<file path="config.mk">
export PLATFORM = sky130hd
export DESIGN_NAME = button_auto_repeat_direction_resolver
export DESIGN_NICKNAME = d
export VERILOG_FILES = /design/src/rtl/bardr_pkg.sv /design/src/rtl/bardr_rem_unit.sv /design/src/rtl/button_auto_repeat_direction_resolver.sv
export VERILOG_INCLUDE_DIRS = /design/src /design/src/rtl
export SDC_FILE = /design/constraint.sdc
export NUM_CORES = 1
export LEC_CHECK = 0
export BUFFER_PORTS_ARGS = -buffer_cell sky130_fd_sc_hd__buf_2
export CAP_MARGIN = 25
export CORE_MARGIN = 4
export CORE_UTILIZATION = 28
export DETAILED_ROUTE_END_ITERATION = 10
export PLACE_DENSITY = 0.43
export RECOVER_POWER = 100
export SKIP_CTS_REPAIR_TIMING = 1
export SYNTH_ARGS = -nofsm -noshare
export SYNTH_HDL_FRONTEND = slang
export SYNTH_HIERARCHICAL = 1
export SYNTH_SLANG_ARGS = --single-unit
</file>
<file path="constraint.sdc">
create_clock -name i_clk -period 8.1 [get_ports i_clk]
set_clock_uncertainty 0.1 [all_clocks]
set_input_delay 1.215 -clock i_clk [delete_from_list [all_inputs] [get_ports i_clk]]
set_output_delay 1.215 -clock i_clk [all_outputs]
set_load 0.02 [all_outputs]
</file>
<file path="src/rtl/button_auto_repeat_direction_resolver_assert.svh">
// Assertion macros shared by the button scanner RTL.
// Both macros sample on i_clk and are switched off while i_rst_n is low.
`ifndef BUTTON_AUTO_REPEAT_DIRECTION_RESOLVER_ASSERT_SVH
`define BUTTON_AUTO_REPEAT_DIRECTION_RESOLVER_ASSERT_SVH

// Condition holds at every sampled edge
`define BARDR_ASSERT_NOW(lbl, cond, msg) \
    lbl: assert property (@(posedge i_clk) disable iff (!i_rst_n) (cond)) else $error(msg);

// Consequent holds in the cycle after the antecedent
`define BARDR_ASSERT_NEXT(lbl, ante, cons, msg) \
    lbl: assert property (@(posedge i_clk) disable iff (!i_rst_n) (ante) |=> (cons)) \
        else $error(msg);

`endif

</file>
<file path="src/rtl/bardr_pkg.sv">
package bardr_pkg;

    // Fixed field widths
    localparam int MAP_W      = 32;
    localparam int DELAY_W    = 16;
    localparam int INTERVAL_W = 8;
    localparam int BIDX_W     = 6;
    localparam int DIR_W      = 4;
    localparam int CFG_IDX_W  = 3;
    localparam int CFG_DATA_W = 16;

    // Configuration register indexes
    localparam logic [CFG_IDX_W-1:0] REG_START_DELAY = 3'd0;
    localparam logic [CFG_IDX_W-1:0] REG_INTERVAL    = 3'd1;
    localparam logic [CFG_IDX_W-1:0] REG_DOWN_IDX    = 3'd2;
    localparam logic [CFG_IDX_W-1:0] REG_LEFT_IDX    = 3'd3;
    localparam logic [CFG_IDX_W-1:0] REG_RIGHT_IDX   = 3'd4;
    localparam logic [CFG_IDX_W-1:0] REG_UP_IDX      = 3'd5;

    // Register values after reset
    localparam logic [DELAY_W-1:0]    RST_START_DELAY = 16'd23;
    localparam logic [INTERVAL_W-1:0] RST_INTERVAL    = 8'd4;
    localparam logic [BIDX_W-1:0]     RST_DOWN_IDX    = 6'd0;
    localparam logic [BIDX_W-1:0]     RST_LEFT_IDX    = 6'd1;
    localparam logic [BIDX_W-1:0]     RST_RIGHT_IDX   = 6'd2;
    localparam logic [BIDX_W-1:0]     RST_UP_IDX      = 6'd3;

    // Keypad direction codes
    localparam logic [DIR_W-1:0] DIR_NONE       = 4'd0;
    localparam logic [DIR_W-1:0] DIR_DOWN_LEFT  = 4'd1;
    localparam logic [DIR_W-1:0] DIR_DOWN       = 4'd2;
    localparam logic [DIR_W-1:0] DIR_DOWN_RIGHT = 4'd3;
    localparam logic [DIR_W-1:0] DIR_LEFT       = 4'd4;
    localparam logic [DIR_W-1:0] DIR_RIGHT      = 4'd6;
    localparam logic [DIR_W-1:0] DIR_UP_LEFT    = 4'd7;
    localparam logic [DIR_W-1:0] DIR_UP         = 4'd8;
    localparam logic [DIR_W-1:0] DIR_UP_RIGHT   = 4'd9;

    // Scan sequencer states
    typedef enum logic [4:0] {
        S_IDLE = 5'b00001,
        S_RD   = 5'b00010,
        S_UPD  = 5'b00100,
        S_DIV  = 5'b01000,
        S_DIR  = 5'b10000
    } t_state;

    // Remainder unit status towards the sequencer
    typedef struct packed {
        logic done;
        logic rem_zero;
    } t_rem_status;

endpackage

</file>
<file path="src/rtl/bardr_rem_unit.sv">
module bardr_rem_unit #(
    parameter int COUNT_WIDTH = 16
) (
    input  logic                                i_clk,
    input  logic                                i_rst_n,
    input  logic                                i_start,
    input  logic [COUNT_WIDTH-1:0]              i_dividend,
    input  logic [bardr_pkg::INTERVAL_W-1:0]    i_divisor,
    output bardr_pkg::t_rem_status              o_status
);

    localparam int STEP_BITS = 4;
    localparam int STEPS     = (COUNT_WIDTH + STEP_BITS - 1) / STEP_BITS;
    localparam int DSH_W     = STEPS * STEP_BITS;
    localparam int CYC_W     = (STEPS > 1) ? $clog2(STEPS) : 1;
    localparam int IW        = bardr_pkg::INTERVAL_W;

    logic [DSH_W-1:0] r_dsh;
    logic [IW-1:0]    r_rem;
    logic [CYC_W-1:0] r_cyc;
    logic             r_busy;
    logic             r_done;
    logic [IW-1:0]    n_rem;
    logic [IW:0]      trial;

    // Restoring remainder steps, one dividend bit each, most significant first
    always_comb begin
        n_rem = r_rem;
        trial = '0;
        for (int k = 0; k < STEP_BITS; k++) begin
            trial = {n_rem, r_dsh[DSH_W-1-k]};
            if (trial >= {1'b0, i_divisor}) begin
                trial = trial - {1'b0, i_divisor};
            end
            n_rem = trial[IW-1:0];
        end
    end

    // Sequence the steps
    always_ff @(posedge i_clk) begin
        if (!i_rst_n) begin
            r_busy <= 1'b0;
            r_done <= 1'b0;
            r_cyc  <= '0;
        end else begin
            r_done <= 1'b0;
            if (i_start) begin
                r_busy <= 1'b1;
                r_cyc  <= '0;
            end else if (r_busy) begin
                r_cyc <= r_cyc + CYC_W'(1);
                if (r_cyc == CYC_W'(STEPS - 1)) begin
                    r_busy <= 1'b0;
                    r_done <= 1'b1;
                end
            end
        end
    end

    // Hold the shifted dividend and the partial remainder
    always_ff @(posedge i_clk) begin
        if (i_start) begin
            r_dsh <= DSH_W'(i_dividend);
            r_rem <= '0;
        end else if (r_busy) begin
            r_dsh <= r_dsh << STEP_BITS;
            r_rem <= n_rem;
        end
    end

    assign o_status.done     = r_done;
    assign o_status.rem_zero = (r_rem == '0);

endmodule

</file>
<file path="src/rtl/button_auto_repeat_direction_resolver.sv">
// Button auto-repeat scanner with keypad direction resolver.
// Input channel: i_in_valid / o_in_stall carry one frame tick with the
// held-button bitmap i_held_map. Output channel: o_out_valid / i_out_stall
// carry one result per tick: pressed, triggered, repeated and released maps
// plus the 4-way and 8-way keypad codes.
// Per-button hold counters live in a one-port synchronous memory. Each tick
// sweeps the buttons in order: read, update and write back, and, when a
// repeat may fall due, a 4-bit-per-cycle remainder against the interval.
// The next request can be taken in the cycle the result is presented.
// o_in_stall is high while a tick is in progress. A finished result waits in
// the output register while i_out_stall is high; the next tick still runs and
// only its final cycle waits for the register to free.
// Reset clears all counters (per-entry valid bits), the sequencer and the
// output valid, and loads the default configuration. Write configuration
// through i_cfg_we / i_cfg_idx / i_cfg_data only while idle.
`include "button_auto_repeat_direction_resolver_assert.svh"

module button_auto_repeat_direction_resolver #(
    parameter int NUM_BUTTONS = 32,
    parameter int COUNT_WIDTH = 16
) (
    input  logic                                i_clk,
    input  logic                                i_rst_n,
    input  logic                                i_in_valid,
    output logic                                o_in_stall,
    input  logic [bardr_pkg::MAP_W-1:0]         i_held_map,
    output logic                                o_out_valid,
    input  logic                                i_out_stall,
    output logic [bardr_pkg::MAP_W-1:0]         o_pressed_map,
    output logic [bardr_pkg::MAP_W-1:0]         o_triggered_map,
    output logic [bardr_pkg::MAP_W-1:0]         o_repeated_map,
    output logic [bardr_pkg::MAP_W-1:0]         o_released_map,
    output logic [bardr_pkg::DIR_W-1:0]         o_dir_four,
    output logic [bardr_pkg::DIR_W-1:0]         o_dir_eight,
    input  logic                                i_cfg_we,
    input  logic [bardr_pkg::CFG_IDX_W-1:0]     i_cfg_idx,
    input  logic [bardr_pkg::CFG_DATA_W-1:0]    i_cfg_data
);

    localparam int MAP_W   = bardr_pkg::MAP_W;
    localparam int IDX_W   = $clog2(NUM_BUTTONS);
    localparam int BTN_W   = $clog2(NUM_BUTTONS + 1);
    localparam int MATCH_W = (BTN_W > bardr_pkg::BIDX_W) ? BTN_W : bardr_pkg::BIDX_W;
    localparam int CMP_W   = (COUNT_WIDTH > bardr_pkg::DELAY_W) ? COUNT_WIDTH
                                                                : bardr_pkg::DELAY_W;
    localparam logic [COUNT_WIDTH-1:0] COUNT_MAX = {COUNT_WIDTH{1'b1}};
    localparam logic [BTN_W-1:0]       LAST_BTN  = BTN_W'(NUM_BUTTONS - 1);

    // Configuration
    logic [bardr_pkg::DELAY_W-1:0]    r_delay;
    logic [bardr_pkg::INTERVAL_W-1:0] r_interval;
    logic [bardr_pkg::BIDX_W-1:0]     r_dir_idx [4];

    // Sequencer
    bardr_pkg::t_state r_state;
    bardr_pkg::t_state n_state;
    logic [BTN_W-1:0]  r_btn;
    logic              r_out_valid;

    // Counter memory and its valid bits
    logic [COUNT_WIDTH-1:0] r_mem [NUM_BUTTONS];
    logic [NUM_BUTTONS-1:0] r_vld;
    logic [COUNT_WIDTH-1:0] r_rd_data;
    logic                   r_rd_vld;

    // Per-tick working set
    logic [MAP_W-1:0]       r_held;
    logic [MAP_W-1:0]       r_pressed;
    logic [MAP_W-1:0]       r_trig;
    logic [MAP_W-1:0]       r_rep;
    logic [MAP_W-1:0]       r_rel;
    logic [COUNT_WIDTH-1:0] r_age [4];

    // Output register
    logic [MAP_W-1:0]              r_o_pressed;
    logic [MAP_W-1:0]              r_o_trig;
    logic [MAP_W-1:0]              r_o_rep;
    logic [MAP_W-1:0]              r_o_rel;
    logic [bardr_pkg::DIR_W-1:0]   r_o_dir4;
    logic [bardr_pkg::DIR_W-1:0]   r_o_dir8;

    logic                   in_acc;
    logic                   out_free;
    logic [IDX_W-1:0]       btn_idx;
    logic [COUNT_WIDTH-1:0] cnt_old;
    logic [COUNT_WIDTH-1:0] n_cnt;
    logic                   rel_now;
    logic                   need_div;
    logic                   advance;
    logic                   last_btn;
    logic                   mem_we;
    logic [MAP_W-1:0]       bit_mask;
    bardr_pkg::t_rem_status rem_status;

    logic                          a_dn, a_lf, a_rt, a_up, opposed;
    logic                          sel01, sel23, selA, nz01, nz23;
    logic [COUNT_WIDTH-1:0]        age01, age23;
    logic [bardr_pkg::DIR_W-1:0]   code01, code23, dir4, dir8;

    assign in_acc   = i_in_valid && !o_in_stall;
    assign out_free = !r_out_valid || !i_out_stall;
    assign btn_idx  = r_btn[IDX_W-1:0];
    assign last_btn = (r_btn == LAST_BTN);
    assign bit_mask = {{(MAP_W - 1){1'b0}}, 1'b1} << r_btn;
    assign mem_we   = (r_state == bardr_pkg::S_UPD);

    // Count update for the button in hand
    assign cnt_old = r_rd_vld ? r_rd_data : '0;
    assign n_cnt   = r_held[0] ? ((cnt_old == COUNT_MAX) ? cnt_old
                                                         : cnt_old + COUNT_WIDTH'(1))
                               : '0;
    assign rel_now = !r_held[0] && (cnt_old != '0);
    assign need_div = (n_cnt > COUNT_WIDTH'(1)) && (r_interval != '0)
                   && (CMP_W'(n_cnt) >= CMP_W'(r_delay)) && (n_cnt != COUNT_MAX);

    assign advance = ((r_state == bardr_pkg::S_UPD) && !need_div)
                  || ((r_state == bardr_pkg::S_DIV) && rem_status.done);

    bardr_rem_unit #(
        .COUNT_WIDTH (COUNT_WIDTH)
    ) u_rem (
        .i_clk      (i_clk),
        .i_rst_n    (i_rst_n),
        .i_start    (mem_we && need_div),
        .i_dividend (n_cnt),
        .i_divisor  (r_interval),
        .o_status   (rem_status)
    );

    // Write configuration
    always_ff @(posedge i_clk) begin
        if (!i_rst_n) begin
            r_delay      <= bardr_pkg::RST_START_DELAY;
            r_interval   <= bardr_pkg::RST_INTERVAL;
            r_dir_idx[0] <= bardr_pkg::RST_DOWN_IDX;
            r_dir_idx[1] <= bardr_pkg::RST_LEFT_IDX;
            r_dir_idx[2] <= bardr_pkg::RST_RIGHT_IDX;
            r_dir_idx[3] <= bardr_pkg::RST_UP_IDX;
        end else if (i_cfg_we) begin
            unique case (i_cfg_idx)
                bardr_pkg::REG_START_DELAY: r_delay <= i_cfg_data;
                bardr_pkg::REG_INTERVAL:
                    r_interval <= i_cfg_data[bardr_pkg::INTERVAL_W-1:0];
                bardr_pkg::REG_DOWN_IDX:
                    r_dir_idx[0] <= i_cfg_data[bardr_pkg::BIDX_W-1:0];
                bardr_pkg::REG_LEFT_IDX:
                    r_dir_idx[1] <= i_cfg_data[bardr_pkg::BIDX_W-1:0];
                bardr_pkg::REG_RIGHT_IDX:
                    r_dir_idx[2] <= i_cfg_data[bardr_pkg::BIDX_W-1:0];
                bardr_pkg::REG_UP_IDX:
                    r_dir_idx[3] <= i_cfg_data[bardr_pkg::BIDX_W-1:0];
                default: ;
            endcase
        end
    end

    // Next state of the sweep
    always_comb begin
        n_state = r_state;
        unique case (r_state)
            bardr_pkg::S_IDLE: if (in_acc) n_state = bardr_pkg::S_RD;
            bardr_pkg::S_RD:   n_state = bardr_pkg::S_UPD;
            bardr_pkg::S_UPD: begin
                if (need_div) begin
                    n_state = bardr_pkg::S_DIV;
                end else begin
                    n_state = last_btn ? bardr_pkg::S_DIR : bardr_pkg::S_RD;
                end
            end
            bardr_pkg::S_DIV: begin
                if (rem_status.done) begin
                    n_state = last_btn ? bardr_pkg::S_DIR : bardr_pkg::S_RD;
                end
            end
            bardr_pkg::S_DIR: if (out_free) n_state = bardr_pkg::S_IDLE;
            default: n_state = bardr_pkg::S_IDLE;
        endcase
    end

    // Advance the sequencer and the output valid
    always_ff @(posedge i_clk) begin
        if (!i_rst_n) begin
            r_state     <= bardr_pkg::S_IDLE;
            r_btn       <= '0;
            r_out_valid <= 1'b0;
        end else begin
            r_state <= n_state;
            if (in_acc) begin
                r_btn <= '0;
            end else if (advance) begin
                r_btn <= r_btn + BTN_W'(1);
            end
            if ((r_state == bardr_pkg::S_DIR) && out_free) begin
                r_out_valid <= 1'b1;
            end else if (r_out_valid && !i_out_stall) begin
                r_out_valid <= 1'b0;
            end
        end
    end

    // Counter memory: read every cycle, write back in the update cycle
    always_ff @(posedge i_clk) begin
        if (mem_we) begin
            r_mem[btn_idx] <= n_cnt;
        end
        r_rd_data <= r_mem[btn_idx];
        r_rd_vld  <= r_vld[btn_idx];
    end

    // Mark entries once written; unwritten entries read as zero
    always_ff @(posedge i_clk) begin
        if (!i_rst_n) begin
            r_vld <= '0;
        end else if (mem_we) begin
            r_vld[btn_idx] <= 1'b1;
        end
    end

    // Collect the maps and the direction button ages
    always_ff @(posedge i_clk) begin
        if (in_acc) begin
            r_held    <= i_held_map;
            r_pressed <= '0;
            r_trig    <= '0;
            r_rep     <= '0;
            r_rel     <= '0;
            for (int k = 0; k < 4; k++) begin
                r_age[k] <= '0;
            end
        end else begin
            if (r_state == bardr_pkg::S_UPD) begin
                if (n_cnt != '0) r_pressed <= r_pressed | bit_mask;
                if (n_cnt == COUNT_WIDTH'(1)) begin
                    r_trig <= r_trig | bit_mask;
                    r_rep  <= r_rep | bit_mask;
                end
                if (rel_now) r_rel <= r_rel | bit_mask;
                for (int k = 0; k < 4; k++) begin
                    if (MATCH_W'(r_btn) == MATCH_W'(r_dir_idx[k])) begin
                        r_age[k] <= n_cnt;
                    end
                end
            end
            if ((r_state == bardr_pkg::S_DIV) && rem_status.done && rem_status.rem_zero) begin
                r_rep <= r_rep | bit_mask;
            end
            if (advance) begin
                r_held <= r_held >> 1;
            end
        end
    end

    // Resolve: none if opposed, else newest press wins, ties to lower code; 8-way diagonal first
    assign a_dn    = (r_age[0] != '0);
    assign a_lf    = (r_age[1] != '0);
    assign a_rt    = (r_age[2] != '0);
    assign a_up    = (r_age[3] != '0);
    assign opposed = (a_dn && a_up) || (a_lf && a_rt);

    assign sel01  = a_dn && (!a_lf || (r_age[0] <= r_age[1]));
    assign nz01   = a_dn || a_lf;
    assign age01  = sel01 ? r_age[0] : r_age[1];
    assign code01 = sel01 ? bardr_pkg::DIR_DOWN
                          : (a_lf ? bardr_pkg::DIR_LEFT : bardr_pkg::DIR_NONE);
    assign sel23  = a_rt && (!a_up || (r_age[2] <= r_age[3]));
    assign nz23   = a_rt || a_up;
    assign age23  = sel23 ? r_age[2] : r_age[3];
    assign code23 = sel23 ? bardr_pkg::DIR_RIGHT
                          : (a_up ? bardr_pkg::DIR_UP : bardr_pkg::DIR_NONE);
    assign selA   = nz01 && (!nz23 || (age01 <= age23));

    always_comb begin
        dir4 = bardr_pkg::DIR_NONE;
        dir8 = bardr_pkg::DIR_NONE;
        if (!opposed) begin
            dir4 = selA ? code01 : code23;
            if (a_up && a_rt) begin
                dir8 = bardr_pkg::DIR_UP_RIGHT;
            end else if (a_up && a_lf) begin
                dir8 = bardr_pkg::DIR_UP_LEFT;
            end else if (a_dn && a_rt) begin
                dir8 = bardr_pkg::DIR_DOWN_RIGHT;
            end else if (a_dn && a_lf) begin
                dir8 = bardr_pkg::DIR_DOWN_LEFT;
            end else begin
                dir8 = dir4;
            end
        end
    end

    // Load the output register once it is free
    always_ff @(posedge i_clk) begin
        if ((r_state == bardr_pkg::S_DIR) && out_free) begin
            r_o_pressed <= r_pressed;
            r_o_trig    <= r_trig;
            r_o_rep     <= r_rep;
            r_o_rel     <= r_rel;
            r_o_dir4    <= dir4;
            r_o_dir8    <= dir8;
        end
    end

    assign o_in_stall      = (r_state != bardr_pkg::S_IDLE);
    assign o_out_valid     = r_out_valid;
    assign o_pressed_map   = r_o_pressed;
    assign o_triggered_map = r_o_trig;
    assign o_repeated_map  = r_o_rep;
    assign o_released_map  = r_o_rel;
    assign o_dir_four      = r_o_dir4;
    assign o_dir_eight     = r_o_dir8;

    // Checks
    `BARDR_ASSERT_NEXT(a_accept_starts_sweep, in_acc,
        (r_state == bardr_pkg::S_RD) && (r_btn == '0), "request did not start a sweep")
    `BARDR_ASSERT_NOW(a_rem_done_in_div,
        !rem_status.done || (r_state == bardr_pkg::S_DIV), "remainder finished outside wait")
    `BARDR_ASSERT_NOW(a_trig_implies_rep,
        !o_out_valid || ((o_triggered_map & ~o_repeated_map) == '0), "trigger without repeat")
    `BARDR_ASSERT_NOW(a_rel_not_pressed,
        !o_out_valid || ((o_released_map & o_pressed_map) == '0), "released while pressed")

endmodule
</file>
---- Word level (Yosys, flattened, before mapping) ----
Memory sizes are Yosys's and may differ from the RTL's. A register that Yosys moved wholly into a read port is not among the register bits.
Index checks and enable logic that the tools add are counted.
word-level totals
  register bits ........................... 393
  bits in latches ......................... 0
  memory bits (writable) .................. 600
  bits in read-only memories .............. 0
  input port bits ......................... 56
  output and inout bits ................... 138
  word-level logic and storage cells ...... 232
  memories ................................ 3
cells by class
  add/subtract/negate cells ............... 7
  multipliers ............................. 0
  divide/modulo/power cells ............... 0
  order comparisons ....................... 11
  equal/unequal tests ..................... 23
  shift operators ......................... 1
  mux-type cells .......................... 86
  bitwise logic cells ..................... 15
  reductions and logical operators ........ 62
memories
  memory     depth  bits a word  rd ports  clocked after Yosys merged registers in  write ports  line                                         RTL
  r_mem      32     16           1         1                                        1            button_auto_repeat_direction_resolver.sv:61  logic [COUNT_WIDTH-1:0] r_mem [NUM_BUTTONS];
  r_age      4      16           4         0                                        4            button_auto_repeat_direction_resolver.sv:72  logic [COUNT_WIDTH-1:0] r_age [4];
  r_dir_idx  4      6            4         0                                        4            button_auto_repeat_direction_resolver.sv:52  logic [bardr_pkg::BIDX_W-1:0] r_dir_idx [4];
operators with widths
  kind                                                            number
  2-to-1 mux 16 bit                                               11
  2-to-1 mux 32 bit                                               5
  OR 32 bit                                                       5
  nonzero test 16 bit                                             6
  less-or-equal comparator 16 bit                                 3
  2-to-1 mux 1 bit                                                45
  >= comparator 9 x 8 -> 1 bit                                    4
  2-to-1 mux 8 bit                                                4
  << shifter 1 x 6 -> 32 bit, first input constant                1
  subtractor 8 bit                                                4
  2-to-1 mux 4 bit                                                7
  2-to-1 mux 5 bit                                                5
  case mux 5 bit (5 select lines)                                 1
  equality test 6 bit                                             4
  2-to-1 mux 6 bit                                                4
  logical AND 1 bit                                               21
  adder 16 x 1 -> 16 bit, second input constant                   1
  equality test 16 x 1 -> 1 bit, second input constant            1
  equality test 16 bit, second input constant                     1
  >= comparator 16 bit                                            1
  greater-than comparator 16 x 1 -> 1 bit, second input constant  1
  != test 16 bit, second input constant                           1
  AND reduction 2 bit                                             6
  nonzero test 2 bit                                              5
  other kinds (30)                                                58

---- Logic depth before layout (Yosys ltp) ----
An unclocked memory read counts as a cell.
  depth in word-level cells ............... 14
  depth in mapped cells ................... 36
  depth with buffers taken out ............ 35

---- By module ----
Netlist, hierarchy kept.
by module, submodules not included
  module                                 instances  cells each  area each (sq um)
  button_auto_repeat_direction_resolver  1          2502        38590.8
  bardr_rem_unit                         1          341         3034.2

---- Worst setup path before layout ----
OpenSTA, ideal clock, no wires.
  kind .................................... input -> register
  start ................................... in i_out_stall
  end ..................................... reg r_o_dir8 (netlist bit o_dir_eight[0]), enable pin
  setup time .............................. 0.674 ns
  arrival time ............................ 7.731 ns
  required time ........................... 7.326 ns
  setup slack ............................. -0.406 ns
  stages on the path ...................... 1
  path buffers ............................ 0
  cell sequence ........................... a21oi_1
on the way
  longest elaborated chain between the ends .. 3
RTL lines
  element                 line                                          RTL
  start: declaration      button_auto_repeat_direction_resolver.sv:28   input logic i_out_stall,
  logical NOT 1 bit       button_auto_repeat_direction_resolver.sv:101  assign out_free = !r_out_valid || !i_out_stall;
  logical OR 1 bit        button_auto_repeat_direction_resolver.sv:101
  logical AND 1 bit       button_auto_repeat_direction_resolver.sv:293  if ((r_state == bardr_pkg::S_DIR) && out_free) begin
  end signal: assignment  button_auto_repeat_direction_resolver.sv:299  r_o_dir8 <= dir8;
  end: declaration        button_auto_repeat_direction_resolver.sv:80   logic [bardr_pkg::DIR_W-1:0] r_o_dir8;
Every way passes these cells.
A chain may end at the register's enable or synchronous reset.

---- Worst setup path after layout ----
  start ................................... reg r_rd_vld
  end ..................................... reg u_rem.r_dsh[13] (data pin)
on the way
  longest elaborated chain between the ends .. 10
  elaborated cells between the ends (all ways) .. 13
  those cells by class .................... add/sub: 1; order compare: 2; eq/ne: 2; mux: 4; reduce/logical: 4
RTL lines
  element                                                                line                                                                                        RTL
  start: declaration                                                     button_auto_repeat_direction_resolver.sv:64                                                 logic r_rd_vld;
  start signal: assignment                                               button_auto_repeat_direction_resolver.sv:207                                                r_rd_vld <= r_vld[btn_idx];
  2-to-1 mux 16 bit (*)                                                  button_auto_repeat_direction_resolver.sv:108                                                assign cnt_old = r_rd_vld ? r_rd_data : '0;
  adder 16 x 1 -> 16 bit / equality test 16 bit (equally long branches)  button_auto_repeat_direction_resolver.sv:110, button_auto_repeat_direction_resolver.sv:109
  2-to-1 mux 16 bit (*) (2 in a row)                                     button_auto_repeat_direction_resolver.sv:109                                                assign n_cnt = r_held[0] ? ((cnt_old == COUNT_MAX) ? cnt_old
  net n_cnt[13]                                                          button_auto_repeat_direction_resolver.sv:86                                                 logic [COUNT_WIDTH-1:0] n_cnt;
  greater-than comparator 16 x 1 -> 1 bit                                button_auto_repeat_direction_resolver.sv:113                                                assign need_div = (n_cnt > COUNT_WIDTH'(1)) && (r_interval != '0)
  logical AND 1 bit                                                      button_auto_repeat_direction_resolver.sv:113
  logical AND 1 bit (2 in a row)                                         button_auto_repeat_direction_resolver.sv:114                                                && (CMP_W'(n_cnt) >= CMP_W'(r_delay)) && (n_cnt != COUNT_MAX);
  logical AND 1 bit                                                      button_auto_repeat_direction_resolver.sv:124                                                .i_start (mem_we && need_div),
  2-to-1 mux 16 bit (*)                                                  bardr_rem_unit.sv:62                                                                        if (i_start) begin
  end signal: assignment                                                 bardr_rem_unit.sv:63                                                                        r_dsh <= DSH_W'(i_dividend);
  end signal: assignment                                                 bardr_rem_unit.sv:66                                                                        r_dsh <= r_dsh << STEP_BITS;
  end: declaration                                                       bardr_rem_unit.sv:18                                                                        logic [DSH_W-1:0] r_dsh;
The timed path passes the listed nets; every way through them passes the cells marked *.

==> key figures <==
Route
  • DRC errors left: 0
  • Antenna violation net count after detailed routing: 0
  • Vias: roughly 24k
  • Wl on met1: 52700 um
  • Drt first pass iters: 5
  • Routed met2 length: 55800 um
  • Starting DRC count in detailed routing: roughly 1.8k
  • Top sig layer: met4
  • DR WL/cell: 22.4 um
  • Final wirelength: 116000 um
  • Drt via density: roughly 4.7
  • Met3 routed WL: 4820 um

Critical path
  • Crit Path Category: reg -> reg
  • CP bufs+invs: 4
  • Slowest-stage cell, CP: o21ai_0
  • Delay-heaviest family, CP: simple AND/OR/NAND/NOR gates
  • Crit-path max FO: 34
  • Critical Path End Type: register
  • Startpoint Class: register
  • CP Data Arrival Time: between 8 and 9 ns
  • Max incr delay on CP: 1.50 ns
  • Crit-path cells: nand2_1 > inv_1 > ha_1 > nand3_1 > nor4_1 > nor4_1 > o21ai_0 > inv_1 > buf_4 > ha_1 > nand4_1 > nor2_1 > a21oi_1 > o211ai_1 > a31oi_1 > a211o_1 > nor2_1 > clkbuf_2 > mux2_1
  • Required @ worst endpoint: 8.44 ns

Cells and area
  • Area delta synth->final: 17.8%
  • Cell Count, Final, Fillers Out: 5167
  • Share of layout cells above drive strength 1: 0.183
  • Most frequent cells in the layout: 783 x edfxtp_1, 270 x nor2_1, 228 x nand2_1
  • Fin area: 49000 um2
  • Nets: 3303
  • Commonest non-fill, non-tap cell in the layout: edfxtp_1

Placement
  • Placed cell areas: 45700 um2
  • Input/output buffers: between 150 and 200
  • Placed instance count: 4952
  • GP Congestion: between 0.7 and 0.8
  • Final HPWL DP: 73500 um

Yosys
  • Ys flop type: edfxtp_1
  • Cells after Synth: 2843
  • Syn avg cell area: 14.6 um2
  • Post-Syn Area: about 42000 um2
  • Syn Nets: 3008
  • Sequential fraction of the synthesis area: 0.673
  • YS warnings: 6
  • Post-synthesis async set-or-reset flop share: 0
  • Post-synth EDFFs: 783
  • Post-synth cell types: 91
  • Seq cells post-synth: 1008

STA
  • Slew margin rel.: -1.70
  • Post-layout min period: 7.69 ns
  • Count of pins over their slew limit: 803
  • Final hold viol count: 0
  • Fin crit share: 0.949
  • Fmax: around 0.13 GHz
  • Tightest Pin Transition: 4.06 ns
  • Final setup viols: 0
  • Final hold slack: 0.309 ns

Clock tree
  • Max clock buf depth: 3
  • H-tree depth: 3
  • Root Driver: clkbuf_16
  • CTS tree: yes
  • Num CTS Buffers: 110
  • Worst-skew pair later-pin latency: 0.73 ns
  • CTS clk-pin slew, worst paths: ~0.060 ns
  • Sink Count: 1008

Die
  • Die H: between 300 and 400 um
  • Die width: 394 um
  • Core Rows: 141
  • Core area: 148000 um2
  • Starting Density: 0.282
  • Die Footprint: roughly 150000 um2
  • IO Count: 194

GRT
  • Largest net degree at the start of global routing: 137
  • Total congestion overflow: 0
  • Vias in the first global route: 24.8k
  • Total GRT Usage: 0.147
  • First-pass GRT wire length: 171000 um
  • Initial antenna violation count: 3

Flow run
  • Maxcap violations: 21

Hold path
  • Worst hold path type: reg -> reg

Status
  • Failing checks: capacitance limit, slew limit
  • Status: complete, but fails checks

Pwr
  • PwrDens: 239 nW/um2
  • Maximum VDD drop: 179 uV
  • Final Total Pwr: between 0.01 and 0.015 W
  • Leak pwr: 17.2 nW
==> flip-flops by register name (all words and copies together), names as in the netlist, 24 cells and up <==
| name | flops |
|---|---|
| o_pressed_map | 32 |
| r_vld | 32 |
| r_mem | 512 |
| r_held | 32 |
| r_rel | 32 |
| r_pressed | 32 |
| o_triggered_map | 32 |
| r_rep | 32 |
| r_dir_idx | 24 |
| o_repeated_map | 32 |
| r_age | 64 |
| r_trig | 32 |
| o_released_map | 32 |
==> kinds of logic (layout without fill, tap and decap cells) <==
| logic type | Yosys count | after routing | synth area share |
|---|---|---|---|
| and+or+nand+nor | 797 | 797 | 0.0887 |
| AOI/OAI and AO/OA | 428 | 429 | 0.0689 |
| muxes | 216 | 216 | 0.104 |
| buffers and inverters | 239 | 630 | 0.0220 |
| other | 1 | 3 | 0.0000901 |
| xor gates and xnor gates | 44 | 44 | 0.00926 |
| adders and majority gates | 110 | 110 | 0.0337 |
| DFF | 1008 | 1008 | 0.673 |
==> final timing paths <==
path | start | to | cells after the start | slack (ns)
hold reg to reg | r_trig[4] | o_triggered_map[4] | 0 | 0.31
setup reg to reg | r_rd_vld | u_rem/r_dsh[13] | 19 | 0.41
hold / removal | r_trig[4] | o_triggered_map[4] | 0 | 0.31
setup / recovery | r_rd_vld | u_rem/r_dsh[13] | 19 | 0.41
==> cell type report <==
class / instances / area [um2]
fill: 14500 / 98600
timing repair buffer: 318 / 1600
sequential: 1008 / 28000
inverter: 103 / 387
tap: 1930 / 2410
multi-input combinational: 1597 / 12800
antenna: 2 / 5.00
clock inverter: 66 / 778
clock buffer: 143 / 2980
==> cells in the mapped netlist (26+ instances only) <==
master / number / share of area
nand2_1: 228 / 0.021
nand3_1: 28 / 0.0034
dfxtp_1: 225 / 0.11
nor3_1: 45 / 0.0054
a21oi_1: 130 / 0.016
and2_1: 34 / 0.0051
ha_1: 105 / 0.032
o21ai_0: 51 / 0.0061
o21a_1: 84 / 0.015
nor2_1: 294 / 0.027
nor4_1: 36 / 0.0054
mux4_2: 170 / 0.092
mux2_2: 34 / 0.0092
inv_1: 101 / 0.0091
nand4_1: 29 / 0.0044
clkbuf_1: 112 / 0.010
edfxtp_1: 783 / 0.56
a31oi_1: 30 / 0.0045
a21o_1: 26 / 0.0047
==> through the flow <==
stage	worst slack (ns)	utilization	setup TNS, ns
finish	0.410	0.332	0
global route	-0.0170	0.332	-0.0170
CTS	0.124	0.335	0
detailed placement	0.181	0.309	0
global placement	0.213	0.309	0
floorplan	0.288	-	0
==> routing by layer <==
layer / vias up / track usage
met2: 498 / 0.242
li1: 11400 / -
met3: 140 / 0.0208
met1: 12400 / 0.204
met5: - / 0
met4: 0 / 0.0401
==> power by group <==
group	switching, W	total [W]	internal [W]
Clock	0.00216	0.00513	0.00297
Sequential	0.0000288	0.00560	0.00557
Combinational	0.000570	0.000995	0.000424
No activity file was read; power rests on OpenSTA's default activity.
